--- src/ppnd_pkg.sv ---
// Shared types, widths and helpers for the point-to-polyline nearest distance block.
package ppnd_pkg;

    // Coordinate width of every vertex and query field
    localparam int COORD_BITS = 24;
    // Width of a coordinate difference (one bit of growth)
    localparam int DIFF_W     = COORD_BITS + 1;
    // Signed product of two differences; also holds the squared segment length
    localparam int PROD_W     = 2 * DIFF_W;
    // Dot product: sum of two signed products
    localparam int DOT_W      = PROD_W + 1;
    // Sum of two squared offsets
    localparam int DSUM_W     = PROD_W + 1;
    // Running remainder plus one added term in the divider
    localparam int REM_W      = PROD_W + 2;
    // Quotient register, one bit of headroom over the final value
    localparam int QUO_W      = DIFF_W + 1;
    // Divider step counter, counts up to DIFF_W
    localparam int DCNT_W     = $clog2(DIFF_W + 1);
    // Reported squared distance
    localparam int DIST_BITS  = 50;
    localparam int WIDE_W     = (DSUM_W > DIST_BITS) ? DSUM_W : DIST_BITS;
    localparam logic [DIST_BITS-1:0] DIST_MAX = '1;

    // Segment queue depth (power of two so the pointers wrap naturally)
    localparam int Q_DEPTH = 2;
    localparam int Q_AW    = $clog2(Q_DEPTH);

    // Input word: one polyline vertex with its query point
    typedef struct packed {
        logic signed [COORD_BITS-1:0] vertex_x;
        logic signed [COORD_BITS-1:0] vertex_y;
        logic signed [COORD_BITS-1:0] query_x;
        logic signed [COORD_BITS-1:0] query_y;
        logic                         first_vertex;
        logic                         last_vertex;
    } t_in_word;

    // Output word: the result of one polyline
    typedef struct packed {
        logic [DIST_BITS-1:0]         dist_squared;
        logic signed [COORD_BITS-1:0] near_x;
        logic signed [COORD_BITS-1:0] near_y;
        logic                         has_segment;
    } t_out_word;

    // Queue entry: one classified vertex ready for the back end
    typedef struct packed {
        logic signed [COORD_BITS-1:0] x1;
        logic signed [COORD_BITS-1:0] y1;
        logic signed [COORD_BITS-1:0] x2;
        logic signed [COORD_BITS-1:0] y2;
        logic signed [COORD_BITS-1:0] px;
        logic signed [COORD_BITS-1:0] py;
        logic                         seg;
        logic                         clr;
        logic                         last;
    } t_seg_entry;

    // Back end sequencer states
    typedef enum logic [2:0] {
        B_IDLE,
        B_MUL,
        B_CLASS,
        B_DIV,
        B_DMUL,
        B_CMP,
        B_EMIT
    } t_back_state;

    // Sign-extend a coordinate to difference width
    function automatic logic signed [DIFF_W-1:0] sext_diff(input logic [COORD_BITS-1:0] v);
        return $signed({v[COORD_BITS-1], v});
    endfunction

    // Clamp a squared distance to the reported width
    function automatic logic [DIST_BITS-1:0] sat_dist(input logic [DSUM_W-1:0] v);
        logic [WIDE_W-1:0] w;
        logic [WIDE_W-1:0] lim;
        w   = WIDE_W'(v);
        lim = WIDE_W'(DIST_MAX);
        if (w > lim) begin
            w = lim;
        end
        return w[DIST_BITS-1:0];
    endfunction

endpackage

--- src/ppnd_front.sv ---
// Front end: accepts vertex words, pairs them with the previous vertex and queues each as an entry.
module ppnd_front import ppnd_pkg::*; (
    input  logic       i_clk,
    input  logic       i_rst_n,
    input  logic       i_valid,
    input  t_in_word   i_word,
    output logic       o_stall,
    input  logic       i_q_full,
    output logic       o_push,
    output t_seg_entry o_entry
);

    logic                         r_have_prev;
    logic signed [COORD_BITS-1:0] r_prev_x;
    logic signed [COORD_BITS-1:0] r_prev_y;
    logic                         w_accept;

    // Hold the input off while the queue is full
    assign o_stall  = i_q_full;
    assign w_accept = i_valid && !i_q_full;
    assign o_push   = w_accept;

    // Classify: a segment exists only inside a running polyline
    always_comb begin
        o_entry.x1   = r_prev_x;
        o_entry.y1   = r_prev_y;
        o_entry.x2   = i_word.vertex_x;
        o_entry.y2   = i_word.vertex_y;
        o_entry.px   = i_word.query_x;
        o_entry.py   = i_word.query_y;
        o_entry.seg  = r_have_prev && !i_word.first_vertex;
        o_entry.clr  = i_word.first_vertex || !r_have_prev;
        o_entry.last = i_word.last_vertex;
    end

    // Track whether a polyline is open
    always_ff @(posedge i_clk) begin
        if (!i_rst_n) begin
            r_have_prev <= 1'b0;
        end else if (w_accept) begin
            r_have_prev <= !i_word.last_vertex;
        end
    end

    // Keep the latest vertex as the start of the next segment
    always_ff @(posedge i_clk) begin
        if (w_accept) begin
            r_prev_x <= i_word.vertex_x;
            r_prev_y <= i_word.vertex_y;
        end
    end

endmodule

--- config.mk ---
export PLATFORM = sky130hd
export DESIGN_NAME = ppnd_front
export DESIGN_NICKNAME = d
export VERILOG_FILES = /design/src/ppnd_pkg.sv /design/src/ppnd_front.sv
export SDC_FILE = /design/constraint.sdc
export NUM_CORES = 1
export LEC_CHECK = 0
export BUFFER_PORTS_ARGS = -buffer_cell sky130_fd_sc_hd__clkbuf_2
export CAP_MARGIN = 20
export CORE_ASPECT_RATIO = 0.7
export CORE_MARGIN = 3
export CORE_UTILIZATION = 30
export DETAILED_ROUTE_END_ITERATION = 10
export GPL_TIMING_DRIVEN = 0
export HOLD_SLACK_MARGIN = 0.06
export PLACE_DENSITY = 0.77
export SYNTH_ARGS = -nofsm -noshare
export SYNTH_HDL_FRONTEND = slang
export SYNTH_SLANG_ARGS = --single-unit
--- constraint.sdc ---
create_clock -name i_clk -period 1.95 [get_ports i_clk]
set_input_delay 0.39 -clock i_clk [delete_from_list [all_inputs] [get_ports i_clk]]
set_output_delay 0.39 -clock i_clk [all_outputs]
set_load 0.01 [all_outputs]
## After elaboration in Yosys (flattened, before gate mapping)

Index checks and enable logic that the tools add are counted.

| operators by class | value |
|---|---|
| $add $sub $neg | 0 |
| $mul | 0 |
| div/mod/pow operators | 0 |
| $lt $le $gt $ge | 0 |
| eq/ne operators | 0 |
| shift operators | 0 |
| muxes and demuxes | 0 |
| bitwise operators | 0 |
| reduce and logical (&&, ||, !) cells | 7 |

Operator list:

| kind | count |
|---|---|
| logical NOT 1 bit | 4 |
| logical AND 1 bit | 2 |
| logical OR 1 bit | 1 |

| word-level totals | value |
|---|---|
| register bits after elaboration | 49 |
| latch bits | 0 |
| RAM bits | 0 |
| bits in read-only memories | 0 |
| logic and storage cells | 10 |
| memories kept | 0 |

## Depth between registers and ports, before layout

| logic depth | value |
|---|---|
| depth in word-level cells | 2 |
| mapped depth | 2 |
| mapped depth without buffers | 2 |

## Worst setup path before layout

Ideal clock, no wire load.

| timing path | value |
|---|---|
| kind | input-to-reg |
| from | input port i_valid |
| to | register r_prev_x[0] (enable) |
| arrival | 1.217 ns |
| required time | 1.558 ns |
| slack | 0.341 ns |
| stages | 1 |
| buffers on the path | 0 |
| path through | nor2b_4 |

| on the way | value |
|---|---|
| cells in the longest elaborated chain, start to end | 1 |

RTL lines:

| what | line | text |
|---|---|---|
| from (decl) | ppnd_front.sv:5 | `input logic i_valid,` |
| logical AND 1 bit | ppnd_front.sv:20 | `assign w_accept = i_valid && !i_q_full;` |
| to (signal assigned) | ppnd_front.sv:48 | `r_prev_x <= i_word.vertex_x;` |
| to (decl) | ppnd_front.sv:14 | `logic signed [COORD_BITS-1:0] r_prev_x;` |

Every way passes these cells.
A chain may end at the register's enable or synchronous reset.

## Worst setup path in the final report

| timing path | value |
|---|---|
| from | input port i_q_full |
| to | output port o_push |

| on the way | value |
|---|---|
| cells in the longest elaborated chain, start to end | 2 |

RTL lines:

| what | line | text |
|---|---|---|
| from (decl) | ppnd_front.sv:8 | `input logic i_q_full,` |
| logical NOT 1 bit | ppnd_front.sv:20 |  |
| logical AND 1 bit | ppnd_front.sv:20 |  |
| to (decl) | ppnd_front.sv:9 | `output logic o_push,` |

Every way passes these cells.

==> results.md <==
- Final Wtd Congestion: around 0.66
- Final WL: roughly 5.7 mm
- Max-Cap Viols: 0
- Largest net degree at the start of global routing: 28
- Vias: 1,706
- Initial antenna violation count: 0
- Number of global-route vias before repair: 1,582
- Fin Clk Skew: 0 ps
- Final min period: 1750 ps
- Int Pwr: 0.00177 W
- Number of synthesized register bits: 49
- Critical path peak fanout: 24
- Switching Share: 24.5%
- Yosys warns: 0
- Starting Density: roughly a third
- Rel. slew slack: 50.8%
- GRT Residual Overflow: 0
- Post-Syn Area: 0.00224 mm²
- Pre-Repair DR Iteration Count: 3
- Routed len/inst: 12.5 µm
- CP peak stage delay: 590 ps
- Syn Inst Count: 152
- Clock latency on the worst-skew pair: around 290 ps
- Pins Over Slew Limit: 0
- Worst setup path class: input pin to output pin
- Unique masters post-synth: 8
- Outcome: complete, no violations
- CTS buffer count: 5
- Lkg Pwr: 1.85 nW
- Area of the core: 0.00698 mm²
- Post-CTS setup buffers: 0
- Pwr Total: between 0.002 and 0.0025 W
- CTS clk-pin slew, worst paths: 90 ps
- Pwr Density: 673 mW/mm²
- Synthesized area per cell: 14.7 µm²
- Worst-Margin Slew: approximately 740 ps
- Register Area: 0.00146 mm²
- Antenna-violating nets left: 0
- Chip Width: ~110 µm
- Critical path, cell by cell: clkbuf_2 > nor2b_4 > clkbuf_2
- Total global-route track usage: 11.9%
- Clock power frac: 24.7%
- Vias per cell: between 3 and 4
- IO Port Bufs: roughly 200
- RSZ-0062 raised after global routing: no
- CP Buf/Inv Count: 2
- Antenna cells: 0
- CP Launch Type: input pin
- Die H: 78.3 µm
- Post-Synth Adder-Cell Area: 0%
- Ports: 251
- Comb power frac: between 20% and 30%
- Crit path DAT: 1360 ps
- Clk sink count: 49
- # H-tree levels: 2
- Post-Synth Simple-Gate Area: 1.23%
- Hold Vio Cnt, Final: 0
- Fill count: 631
- Design area: 0.00348 mm²
- Compound-Gate Fraction of Synth Area: 0.447%
- Reg power frac: between 50 and 60%
- Row cnt: 25
- Final worst-path cycle share: 89.9%
- Combinational family with the most area after synthesis: buffers and inverters
- P_sw: 0.000574 W
- Seq/Total Area, Yosys: 65.3%
- Critical path's slowest cell: nor2b_4
- Clock Path Buffers: 2
- Fmax: 571 MHz
- Fin nets: 464
- First-pass GRT wire length: 7.82 mm
- Layout cells sized above 1: 85.1%
- Setup TNS: 0 ps
- Maximum VDD drop: 0.276 mV
- Hold buffer count at CTS: 0
- Post-DP Area: 0.00339 mm²
- Multi-input gate area in the final layout: about 38 µm²
- Clk root buf: clkbuf_8
- Worst min path class: input pin to flop
- Critical path's top delay family: simple AND/OR/NAND/NOR gates
- Post-CTS sizing: 0
- Net count after synthesis: approximately 250
- Mux contribution to synthesized area: 0%
- Area Overhead vs Synth: 55.5%
- CP Capture Type: output pin
- XOR/XNOR share of the synthesized area: 0%
- Crit-path most repeated cell: clkbuf_2
- CTS tree: built
- Drt initial violations: 37
- Residual DRC: 0
- WP data required: 1560 ps
- Final setup vio count: 0
- Die area: 0.00855 mm²
- Hpwl dp: ~5.1 mm
-- cells in the mapped netlist --
cell type | n | share of area [%]
buf_4 | 98 | 33
edfxtp_1 | 48 | 64
dfxtp_1 | 1 | 0.89
inv_1 | 1 | 0.17
nand3b_1 | 1 | 0.34
nor2b_1 | 1 | 0.28
nor2b_4 | 1 | 0.61
o211a_1 | 1 | 0.45
-- power by group through the flow --
stage                     Combinational [W]  Sequential, W  Clock (W)
after global placement             0.000506        0.00127          0
after CTS                          0.000523        0.00125   0.000615
after floorplan                    0.000227        0.00131          0
after detailed placement           0.000522        0.00128          0
after global routing               0.000554        0.00126   0.000656
final                              0.000512        0.00125   0.000579
-- cells in the final DEF (no fill, tap or decap) --
cell type	n
edfxtp_1	48
inv_1	1
nor2b_4	1
clkinv_2	1
clkbuf_8	5
inv_6	1
buf_4	98
clkbuf_2	202
nand3b_1	1
nor2b_1	1
buf_16	1
dfxtp_1	1
clkbuf_1	1
o211a_1	1
-- worst paths after layout --
check	from	slack, ps	cells after the start	endpoint
worst max-delay path	i_q_full	200	3	o_push
worst min register to register	r_have_prev	520	1	r_have_prev
worst min-delay path	i_word[54]	280	1	r_prev_y[4]
worst max register to register	r_have_prev	1320	1	r_have_prev
-- final cells by class --
cell class              count  area share, %
inverters                   1          0.108
clock inverters             2          0.395
clock buffers               6           2.08
multi-input cells           4           1.08
well taps                  94           3.38
flip-flops and latches     49           42.0
repair buffers            203           29.8
plain buffers              98           21.1
-- kinds of logic after synthesis --
| kind of cell | count (synthesis) |
|---|---|
| buf+inv | 99 |
| flops | 49 |
| simple gates | 3 |
| compound gates | 1 |
-- metrics by stage --
stage          setup slack [ps]  hold slack (ps)  instances  util (%)
3_5_place_dp                170              502        449      48.7
5_1_grt                     107              265        457      49.9
2_1_floorplan               341              465        152         -
3_3_place_gp               -276              475        448      48.3
6_report                    198              282        457      49.9
4_1_cts                     170              266        457      49.9
-- flip-flops by register name, summed over array words and instances, names as in the netlist --
name	cells
r_prev_x	24
r_prev_y	24
r_have_prev	1
-- metal layers --
layer	global-route usage [%]	vias up	share of wire, %
li1	-	832	-
met1	12.4	757	34
met2	22.0	115	54
met3	4.93	2	12
met4	3.24	0	0.54
met5	0	-	0
(Power assumes the default switching activity.)
