**src/ppnd_pkg.sv**
```systemverilog
// Shared types, widths and helpers for the point-to-polyline nearest distance block.
package ppnd_pkg;

    // Coordinate width of every vertex and query field
    localparam int COORD_BITS = 24;
    // Width of a coordinate difference (one bit of growth)
    localparam int DIFF_W     = COORD_BITS + 1;
    // Signed product of two differences; also holds the squared segment length
    localparam int PROD_W     = 2 * DIFF_W;
    // Dot product: sum of two signed products
    localparam int DOT_W      = PROD_W + 1;
    // Sum of two squared offsets
    localparam int DSUM_W     = PROD_W + 1;
    // Running remainder plus one added term in the divider
    localparam int REM_W      = PROD_W + 2;
    // Quotient register, one bit of headroom over the final value
    localparam int QUO_W      = DIFF_W + 1;
    // Divider step counter, counts up to DIFF_W
    localparam int DCNT_W     = $clog2(DIFF_W + 1);
    // Reported squared distance
    localparam int DIST_BITS  = 50;
    localparam int WIDE_W     = (DSUM_W > DIST_BITS) ? DSUM_W : DIST_BITS;
    localparam logic [DIST_BITS-1:0] DIST_MAX = '1;

    // Segment queue depth (power of two so the pointers wrap naturally)
    localparam int Q_DEPTH = 2;
    localparam int Q_AW    = $clog2(Q_DEPTH);

    // Input word: one polyline vertex with its query point
    typedef struct packed {
        logic signed [COORD_BITS-1:0] vertex_x;
        logic signed [COORD_BITS-1:0] vertex_y;
        logic signed [COORD_BITS-1:0] query_x;
        logic signed [COORD_BITS-1:0] query_y;
        logic                         first_vertex;
        logic                         last_vertex;
    } t_in_word;

    // Output word: the result of one polyline
    typedef struct packed {
        logic [DIST_BITS-1:0]         dist_squared;
        logic signed [COORD_BITS-1:0] near_x;
        logic signed [COORD_BITS-1:0] near_y;
        logic                         has_segment;
    } t_out_word;

    // Queue entry: one classified vertex ready for the back end
    typedef struct packed {
        logic signed [COORD_BITS-1:0] x1;
        logic signed [COORD_BITS-1:0] y1;
        logic signed [COORD_BITS-1:0] x2;
        logic signed [COORD_BITS-1:0] y2;
        logic signed [COORD_BITS-1:0] px;
        logic signed [COORD_BITS-1:0] py;
        logic                         seg;
        logic                         clr;
        logic                         last;
    } t_seg_entry;

    // Back end sequencer states
    typedef enum logic [2:0] {
        B_IDLE,
        B_MUL,
        B_CLASS,
        B_DIV,
        B_DMUL,
        B_CMP,
        B_EMIT
    } t_back_state;

    // Sign-extend a coordinate to difference width
    function automatic logic signed [DIFF_W-1:0] sext_diff(input logic [COORD_BITS-1:0] v);
        return $signed({v[COORD_BITS-1], v});
    endfunction

    // Clamp a squared distance to the reported width
    function automatic logic [DIST_BITS-1:0] sat_dist(input logic [DSUM_W-1:0] v);
        logic [WIDE_W-1:0] w;
        logic [WIDE_W-1:0] lim;
        w   = WIDE_W'(v);
        lim = WIDE_W'(DIST_MAX);
        if (w > lim) begin
            w = lim;
        end
        return w[DIST_BITS-1:0];
    endfunction

endpackage

```
**src/ppnd_fifo.sv**
```systemverilog
// Short queue of classified vertex entries between the front end and the back end.
module ppnd_fifo import ppnd_pkg::*; (
    input  logic       i_clk,
    input  logic       i_rst_n,
    input  logic       i_push,
    input  t_seg_entry i_wdata,
    output logic       o_full,
    input  logic       i_pop,
    output t_seg_entry o_rdata,
    output logic       o_empty
);

    t_seg_entry       r_mem [Q_DEPTH];
    logic [Q_AW-1:0]  r_wr_ptr;
    logic [Q_AW-1:0]  r_rd_ptr;
    logic [Q_AW:0]    r_count;

    assign o_full  = (r_count == (Q_AW + 1)'(Q_DEPTH));
    assign o_empty = (r_count == '0);
    assign o_rdata = r_mem[r_rd_ptr];

    // Advance pointers and occupancy
    always_ff @(posedge i_clk) begin
        if (!i_rst_n) begin
            r_wr_ptr <= '0;
            r_rd_ptr <= '0;
            r_count  <= '0;
        end else begin
            if (i_push) begin
                r_wr_ptr <= r_wr_ptr + 1'b1;
            end
            if (i_pop) begin
                r_rd_ptr <= r_rd_ptr + 1'b1;
            end
            if (i_push && !i_pop) begin
                r_count <= r_count + 1'b1;
            end else if (!i_push && i_pop) begin
                r_count <= r_count - 1'b1;
            end
        end
    end

    // Store the incoming word
    always_ff @(posedge i_clk) begin
        if (i_push) begin
            r_mem[r_wr_ptr] <= i_wdata;
        end
    end

endmodule

```
**config.mk**
```make
export PLATFORM = sky130hd
export DESIGN_NAME = ppnd_fifo
export DESIGN_NICKNAME = d
export VERILOG_FILES = /design/src/ppnd_pkg.sv /design/src/ppnd_fifo.sv
export SDC_FILE = /design/constraint.sdc
export NUM_CORES = 1
export LEC_CHECK = 0
export ABC_AREA = 1
export BUFFER_PORTS_ARGS = -buffer_cell sky130_fd_sc_hd__clkbuf_2
export CAP_MARGIN = 25
export CORE_ASPECT_RATIO = 1.75
export CORE_MARGIN = 4
export CORE_UTILIZATION = 49
export CTS_BUF_LIST = sky130_fd_sc_hd__clkbuf_4
export CTS_CLUSTER_SIZE = 24
export DETAILED_ROUTE_END_ITERATION = 16
export PLACE_DENSITY = 0.78
export SLEW_MARGIN = 40
export SYNTH_ARGS = -nofsm -noshare
export SYNTH_HDL_FRONTEND = slang
export SYNTH_SLANG_ARGS = --single-unit
```
**constraint.sdc**
```tcl
create_clock -name i_clk -period 9.4 [get_ports i_clk]
set_clock_uncertainty 0.1 [all_clocks]
set_input_delay 2.82 -clock i_clk [delete_from_list [all_inputs] [get_ports i_clk]]
set_output_delay 2.82 -clock i_clk [all_outputs]
set_load 0.01 [all_outputs]
```
# == Yosys cells after proc, flatten, opt, wreduce, memory -nomap -nowiden ==
# Memories as Yosys holds them, arrays and structs flattened. A register that Yosys moved wholly into a read port is not among the register bits.
# Cells that the tools add are included.
# word_totals
word_cells,21
register_bits,4
in_bits,151
out_inout_bits,149
n_memories,1
mem_bits_rw,294
# mem_list
name,words,word_bits,rd,rd_clocked_by_memory_dff,wr,line_no,text
r_mem,2,147,1,1,1,ppnd_fifo.sv:13,t_seg_entry r_mem [Q_DEPTH];
# classes
eq_ne,1
mux,6
reduce_logical,6
n_addsub,4
# ops
operator,count
2-to-1 mux 1 bit,4
2-to-1 mux 2 bit,2
"adder 1 bit, second input constant",2
"adder 2 x 1 -> 2 bit, second input constant",1
"equality test 2 bit, second input constant",1
logical AND 1 bit,2
zero test 1 bit,2
zero test 2 bit,1
nonzero test 2 bit,1
"subtractor 2 x 1 -> 2 bit, second input constant",1

# == Logic depth before layout (Yosys ltp) ==
# Gate-level depths: netlist of run 1.
# logic_depth
ltp_word,4
depth_mapped,8

# == Worst setup path before layout of run 1 ==
# OpenSTA, ideal clock, no wires.
# synth_timing
path_type,in2reg
startpoint,input port i_push
endpoint,memory r_mem[0][0] (netlist bit) (enable)
arrival_time_ns,9.007
slack_ns,-0.366
path_stages,2
required_time_ns,8.641
setup_time_ns,0.659
path_cell_list,inv_1 > nor2_1
# synth_between
elab_chain_cells,2
# synth_lines
item,line_no,text
from (decl),ppnd_fifo.sv:5,"input logic i_push,"
2-to-1 mux 1 bit,ppnd_fifo.sv:45,if (i_push) begin
2-to-1 mux 1 bit (implied by the code),ppnd_fifo.sv:46,r_mem[r_wr_ptr] <= i_wdata;
to (decl),ppnd_fifo.sv:13,
# Every way passes these cells.

==> results of run 1 <==
-- tightest hold or removal path, cell delays in order, from the launching register on --
cell	delay [ns]
dfxtp_1	0.34
nor2_1	0.06
nor2_1	0.08
-- layout make-up --
cell class / instances / area [um^2]
antenna: 4 / 10.0
clock buffer: 85 / 638
clock inverter: 24 / 98.8
fill: 1671 / 8290
inverter: 8 / 37.5
multi-input combinational: 169 / 1760
sequential: 299 / 8930
tap: 292 / 365
timing repair buffer: 304 / 1540
-- cell usage in the layout (no fill, tap or decap) --
cell type and instances:
diode_2 4, nand3_1 1, nor2_1 8, dfxtp_1 4, clkinvlp_4 1, clkbuf_4 85
buf_6 2, nand2_1 8, buf_4 3, clkinv_1 19, inv_1 7, nand4_1 1
nor2_4 1, clkbuf_2 299, a21oi_1 1, dfxtp_4 1, inv_8 1, o21ai_0 1
edfxtp_1 294, mux2_2 147, ha_1 1, clkinv_2 4
-- state kept, by name (all words and copies together), names as in the netlist, named ones only --
signal    cells
r_mem       294
r_count       2
r_rd_ptr      1
r_wr_ptr      1
-- where the power goes --
| group | leakage (nW) | internal (W) | switching [W] | total [W] |
|---|---|---|---|---|
| logic | 1.91 | 0.000118 | 0.000144 | 0.000263 |
| clock network | 0.437 | 0.000419 | 0.000441 | 0.000860 |
| registers | 2.80 | 0.00154 | 0.0000198 | 0.00156 |
-- final timing paths --
path | startpoint | end | slack, ns
worst max-delay path | flip-flop | o_rdata[144] | 3.79
worst min-delay path | r_rd_ptr$_SDFFE_PN0P_ | r_rd_ptr$_SDFFE_PN0P_ | 0.42
worst max register to register | r_wr_ptr$_SDFFE_PN0P_ | r_mem[1][60]$_DFFE_PP_ | 7.10
worst min register to register | r_rd_ptr$_SDFFE_PN0P_ | r_rd_ptr$_SDFFE_PN0P_ | 0.42
-- routing by layer --
layer / vias to the layer above / track usage (%)
met5: - / 0
met4: 4 / 9.97
met3: 64 / 5.39
met2: 223 / 33.4
met1: 2808 / 15.8
li1: 2690 / -
-- logic make-up (layout without fill, tap and decap cells) --
family | Yosys count | after routing | share of synthesized area (%)
AND/OR/NAND/NOR | 19 | 19 | 0.690
buffers and inverters | 24 | 421 | 1.87
multiplexers | 147 | 147 | 15.2
AO/OA/AOI/OAI | 2 | 2 | 0.0919
adder cells (fa/ha/maj) | 1 | 1 | 0.115
other | 0 | 4 | 0
flip-flops | 299 | 299 | 82.0
-- through the flow --
step                      cell area (um^2)  hold WS, ns  power, W  setup WS (ns)  instances
after floorplan                      10900        0.363   0.00174           2.20        492
after global placement               12600        0.377   0.00185           4.38       1072
after detailed placement             12600        0.401   0.00186           4.48       1072
after CTS                            13400        0.418   0.00273           3.69       1181
after global routing                 13400        0.447   0.00283           3.59       1183
final                                13400        0.415   0.00269           3.79       1185
==> out/results.tsv, run 1 <==
metric	value	unit
cts_resized	0	
drive_gt1_share	61.2	%
fp.dieH	205	um
tns	0	ns
totalWireLength	22100	um
synth_seq_cells	299	
syn_inst	492	
end_kind	primary output	
wl_met3	1480	um
cts.htree.levels	2	
final.min_clock_period	5.61	ns
root_buffer	clkbuf_4	
chipWidth	121	um
syn_to_final_growth	23.0	%
synth_top_cell_area_share	81.1	%
cpLargestDelayFamily	buffers and inverters	
cts_tree	built	
via_per_inst	4.89	
clk_latency	0.67	ns
top_layer_used	met5	
power.density	201	nW/um^2
grt_pass1_wl	32500	um
leakage	5.15	nW
worstPathArrival	2.69	ns
cts_buffers	61	
rsz0062_at_grt	no	
cap_violations	0	
yosysWarningCount	0	
met2WireLength	12700	um
synthDistinctLibCells	13	
hp-class	reg -> reg	
drtPass1Iterations	6	
period_share	59.6	%
wire_per_inst	18.6	um
ys_seq_area_share	82.0	%
max_freq	178	MHz
cp_max_fo	58	
gp_congestion	0.807	
slew_headroom	46.7	%
async_flop_share	0	%
cp.depth	3	
clk_pin_slew_worst_paths	0.07	ns
cp_slowest_cell	buf_4	
crit_chain	buf_4 > mux2_2 > clkbuf_2	
crit_path_start_kind	flip-flop	
grt_usage	17.5	%
overflow	0	
crit_path_max_incr_delay	0.70	ns
setup-violations-final	0	
synth_common_cells	edfxtp_1 (294), mux2_2 (147), buf_6 (15)	
io_pins	300	
die_area	24800	um^2
rows	71	
antenna_found_initial	4	
synth_ff_type	edfxtp_1	
ant_nets	0	
hold_violations	0	
initial_core_util	50.2	%
irDropWorstVdd	152	uV
synth_most_common_cell	edfxtp_1	
synth_top_area_cell	edfxtp_1	
dpl.hpwl	15100	um
final_nets	995	
wl_met1	6860	um
drcViolationCount	0	
whs_path_depth	2	
critPathRequiredTime	6.48	ns
grt_max_degree	93	
syn_area	10900	um^2
cts_sinks	299	
critPathKind	reg -> out	
postCtsSetupRepairBufs	0	
maxSlewViolCount	0	
drt_iter0_markers	285	
status	finished, final reports clean	
port_buffers	299	
cp_num_buf_inv	2	
grt_pass1_vias	6364	
synth_enable_flop_cells	294	
syn_nets	644	
cts_hold_buf	0	
postLayoutCoreUtil	61.7	%
vias	5789	
syn_area_per_cell	22.1	um^2
worstRegToRegCells	3	
worst-slew-pin-transition	0.799	ns
synth_area_leaders	edfxtp_1 (81%), mux2_2 (15%), buf_6 (1.6%), dfxtp_1 (0.92%), nor2_1 (0.31%)	
core_area	21700	um^2
clock_path_buffers	3	
No activity file was read; power rests on OpenSTA's default activity.
==> run 2: changes to the inputs <==
Clock period 9.4 ns to 5.13 ns, I/O delays scaled along.
==> run 2 against run 1 <==
  * Global-route usage rose by 1.0 points
  * Via count rose by 2.0%
  * Final cell count rose by 1.2%
  * Power rose by 94%
  * Hold slack got worse by 0.0025 ns
  * Combinational power rose by 83%
  * Sequential share of layout area fell by 0.88 points
  * Register-to-register slack got worse by 4.1 ns
  * Die area did not move
  * Critical endpoint is now o_rdata[13]
  * Largest power group unchanged
==> out/results.tsv, run 2 (synthesis results as in run 1) <==
metric	value	unit
cap_violations	0	
via_per_inst	4.92	
worst-slew-pin-transition	0.806	ns
tns	0	ns
mostFrequentLayoutCells	clkbuf_2 (299), edfxtp_1 (294), mux2_2 (147), clkbuf_4 (102), clkinv_1 (10)	
critPathKind	reg -> out	
rsz0062_at_grt	no	
chipWidth	121	um
fin_hold_ws	0.413	ns
die_area	24800	um^2
regMostFlops	r_mem	
r2r-start	r_wr_ptr$_SDFFE_PN0P_	
totalWireLength	23100	um
cts_resized	0	
hold_violations	0	
clk_pin_slew_worst_paths	0.07	ns
reg.largest.list	r_mem: 294 flops, r_count: 2 flops	
overflow	0	
layout_commonest_cell	clkbuf_2	
largest_register_ff_count	294	
final_nets	1006	
clock_path_buffers	3	
drive_gt1_share	62.7	%
grt_pass1_wl	33900	um
dpl.hpwl	15700	um
gp_congestion	0.821	
cts_tree	built	
dp.cells	1076	
critPathRequiredTime	3.49	ns
period_share	83.1	%
drtPass1Iterations	4	
crit_end	o_rdata[13]	
drcViolationCount	0	
cts_hold_buf	0	
syn_to_final_growth	24.6	%
dp_worst_setup_slack	1.49	ns
clk_latency	0.65	ns
cts_sinks	299	
final.min_clock_period	4.26	ns
cts.htree.levels	3	
power.density	385	nW/um^2
initial_core_util	50.2	%
p_total	0.00522	W
grt_usage	18.5	%
crit_path_start_kind	flip-flop	
port_buffers	299	
cp_max_fo	56	
setup-violations-final	0	
io_pins	300	
vias	5903	
irDropWorstVdd	291	uV
drt_iter0_markers	250	
status	finished, final reports clean	
end_kind	primary output	
worstPathArrival	2.62	ns
max_freq	235	MHz
antenna_found_initial	4	
hp-class	reg -> reg	
regToRegSetupSlack	3.03	ns
ant_nets	0	
fp.dieH	205	um
r2r-end	r_mem[1][22]$_DFFE_PP_	
cts_buffers	68	
wire_per_inst	19.2	um
worstRegToRegCells	3	
rows	71	
root_buffer	clkbuf_4	
slew_headroom	46.3	%
grt_max_degree	117	
postCtsSetupRepairBufs	0	
leakage	5.26	nW
grt_pass1_vias	6560	
core_area	21700	um^2
worst_slack	0.869	ns
layout.cells.non_filler	1199	
maxSlewViolCount	0	
-- run 2: worst min path at each step --
stage	to	slack, ns	depth (start not counted)	startpoint
after CTS	r_rd_ptr$_SDFFE_PN0P_	0.42	2	r_rd_ptr$_SDFFE_PN0P_
after floorplan	flip-flop	0.36	2	r_rd_ptr$_SDFFE_PN0P_
after global routing	r_wr_ptr$_SDFFE_PN0P_	0.47	2	r_wr_ptr$_SDFFE_PN0P_
after global placement	flip-flop	0.37	2	r_rd_ptr$_SDFFE_PN0P_
final	r_rd_ptr$_SDFFE_PN0P_	0.41	2	r_rd_ptr$_SDFFE_PN0P_
after detailed placement	flip-flop	0.39	2	r_rd_ptr$_SDFFE_PN0P_
-- run 2: stage by stage --
step | cell area, um^2 | utilization, %
floorplan | 10900 | -
CTS | 13600 | 62.5
finish | 13600 | 62.6
global route | 13600 | 62.6
detailed placement | 12700 | 58.5
global placement | 12700 | 58.5
-- run 2: power breakdown --
group          leakage (nW)  switching [W]  total, W  internal, W
Combinational          1.93       0.000260  0.000481     0.000220
Clock                 0.530       0.000854   0.00186      0.00101
Sequential             2.80      0.0000434   0.00287      0.00283
Total                  5.26        0.00116   0.00522      0.00406
-- run 2: final cells by class --
class,instances,area (um^2)
multi-input combinational,169,1760
tap,292,365
inverter,8,35.0
sequential,299,8930
clock inverter,16,115
timing repair buffer,308,1580
fill,1659,8110
antenna,5,12.5
clock buffer,102,766
-- run 2: routing by layer --
layer  up-vias  GRT usage (%)  part of all wire, %
met5         -              0                    0
met4         0           11.4                  4.2
met3        52           5.89                  6.5
met2       228           34.7                   58
met1      2897           16.7                   32
li1       2726              -                    -
-- run 2: critical path, cell delays in order, from the launching register on --
cell      delay [ns]
dfxtp_4         0.83
buf_4           0.52
mux2_2          0.42
clkbuf_2        0.14
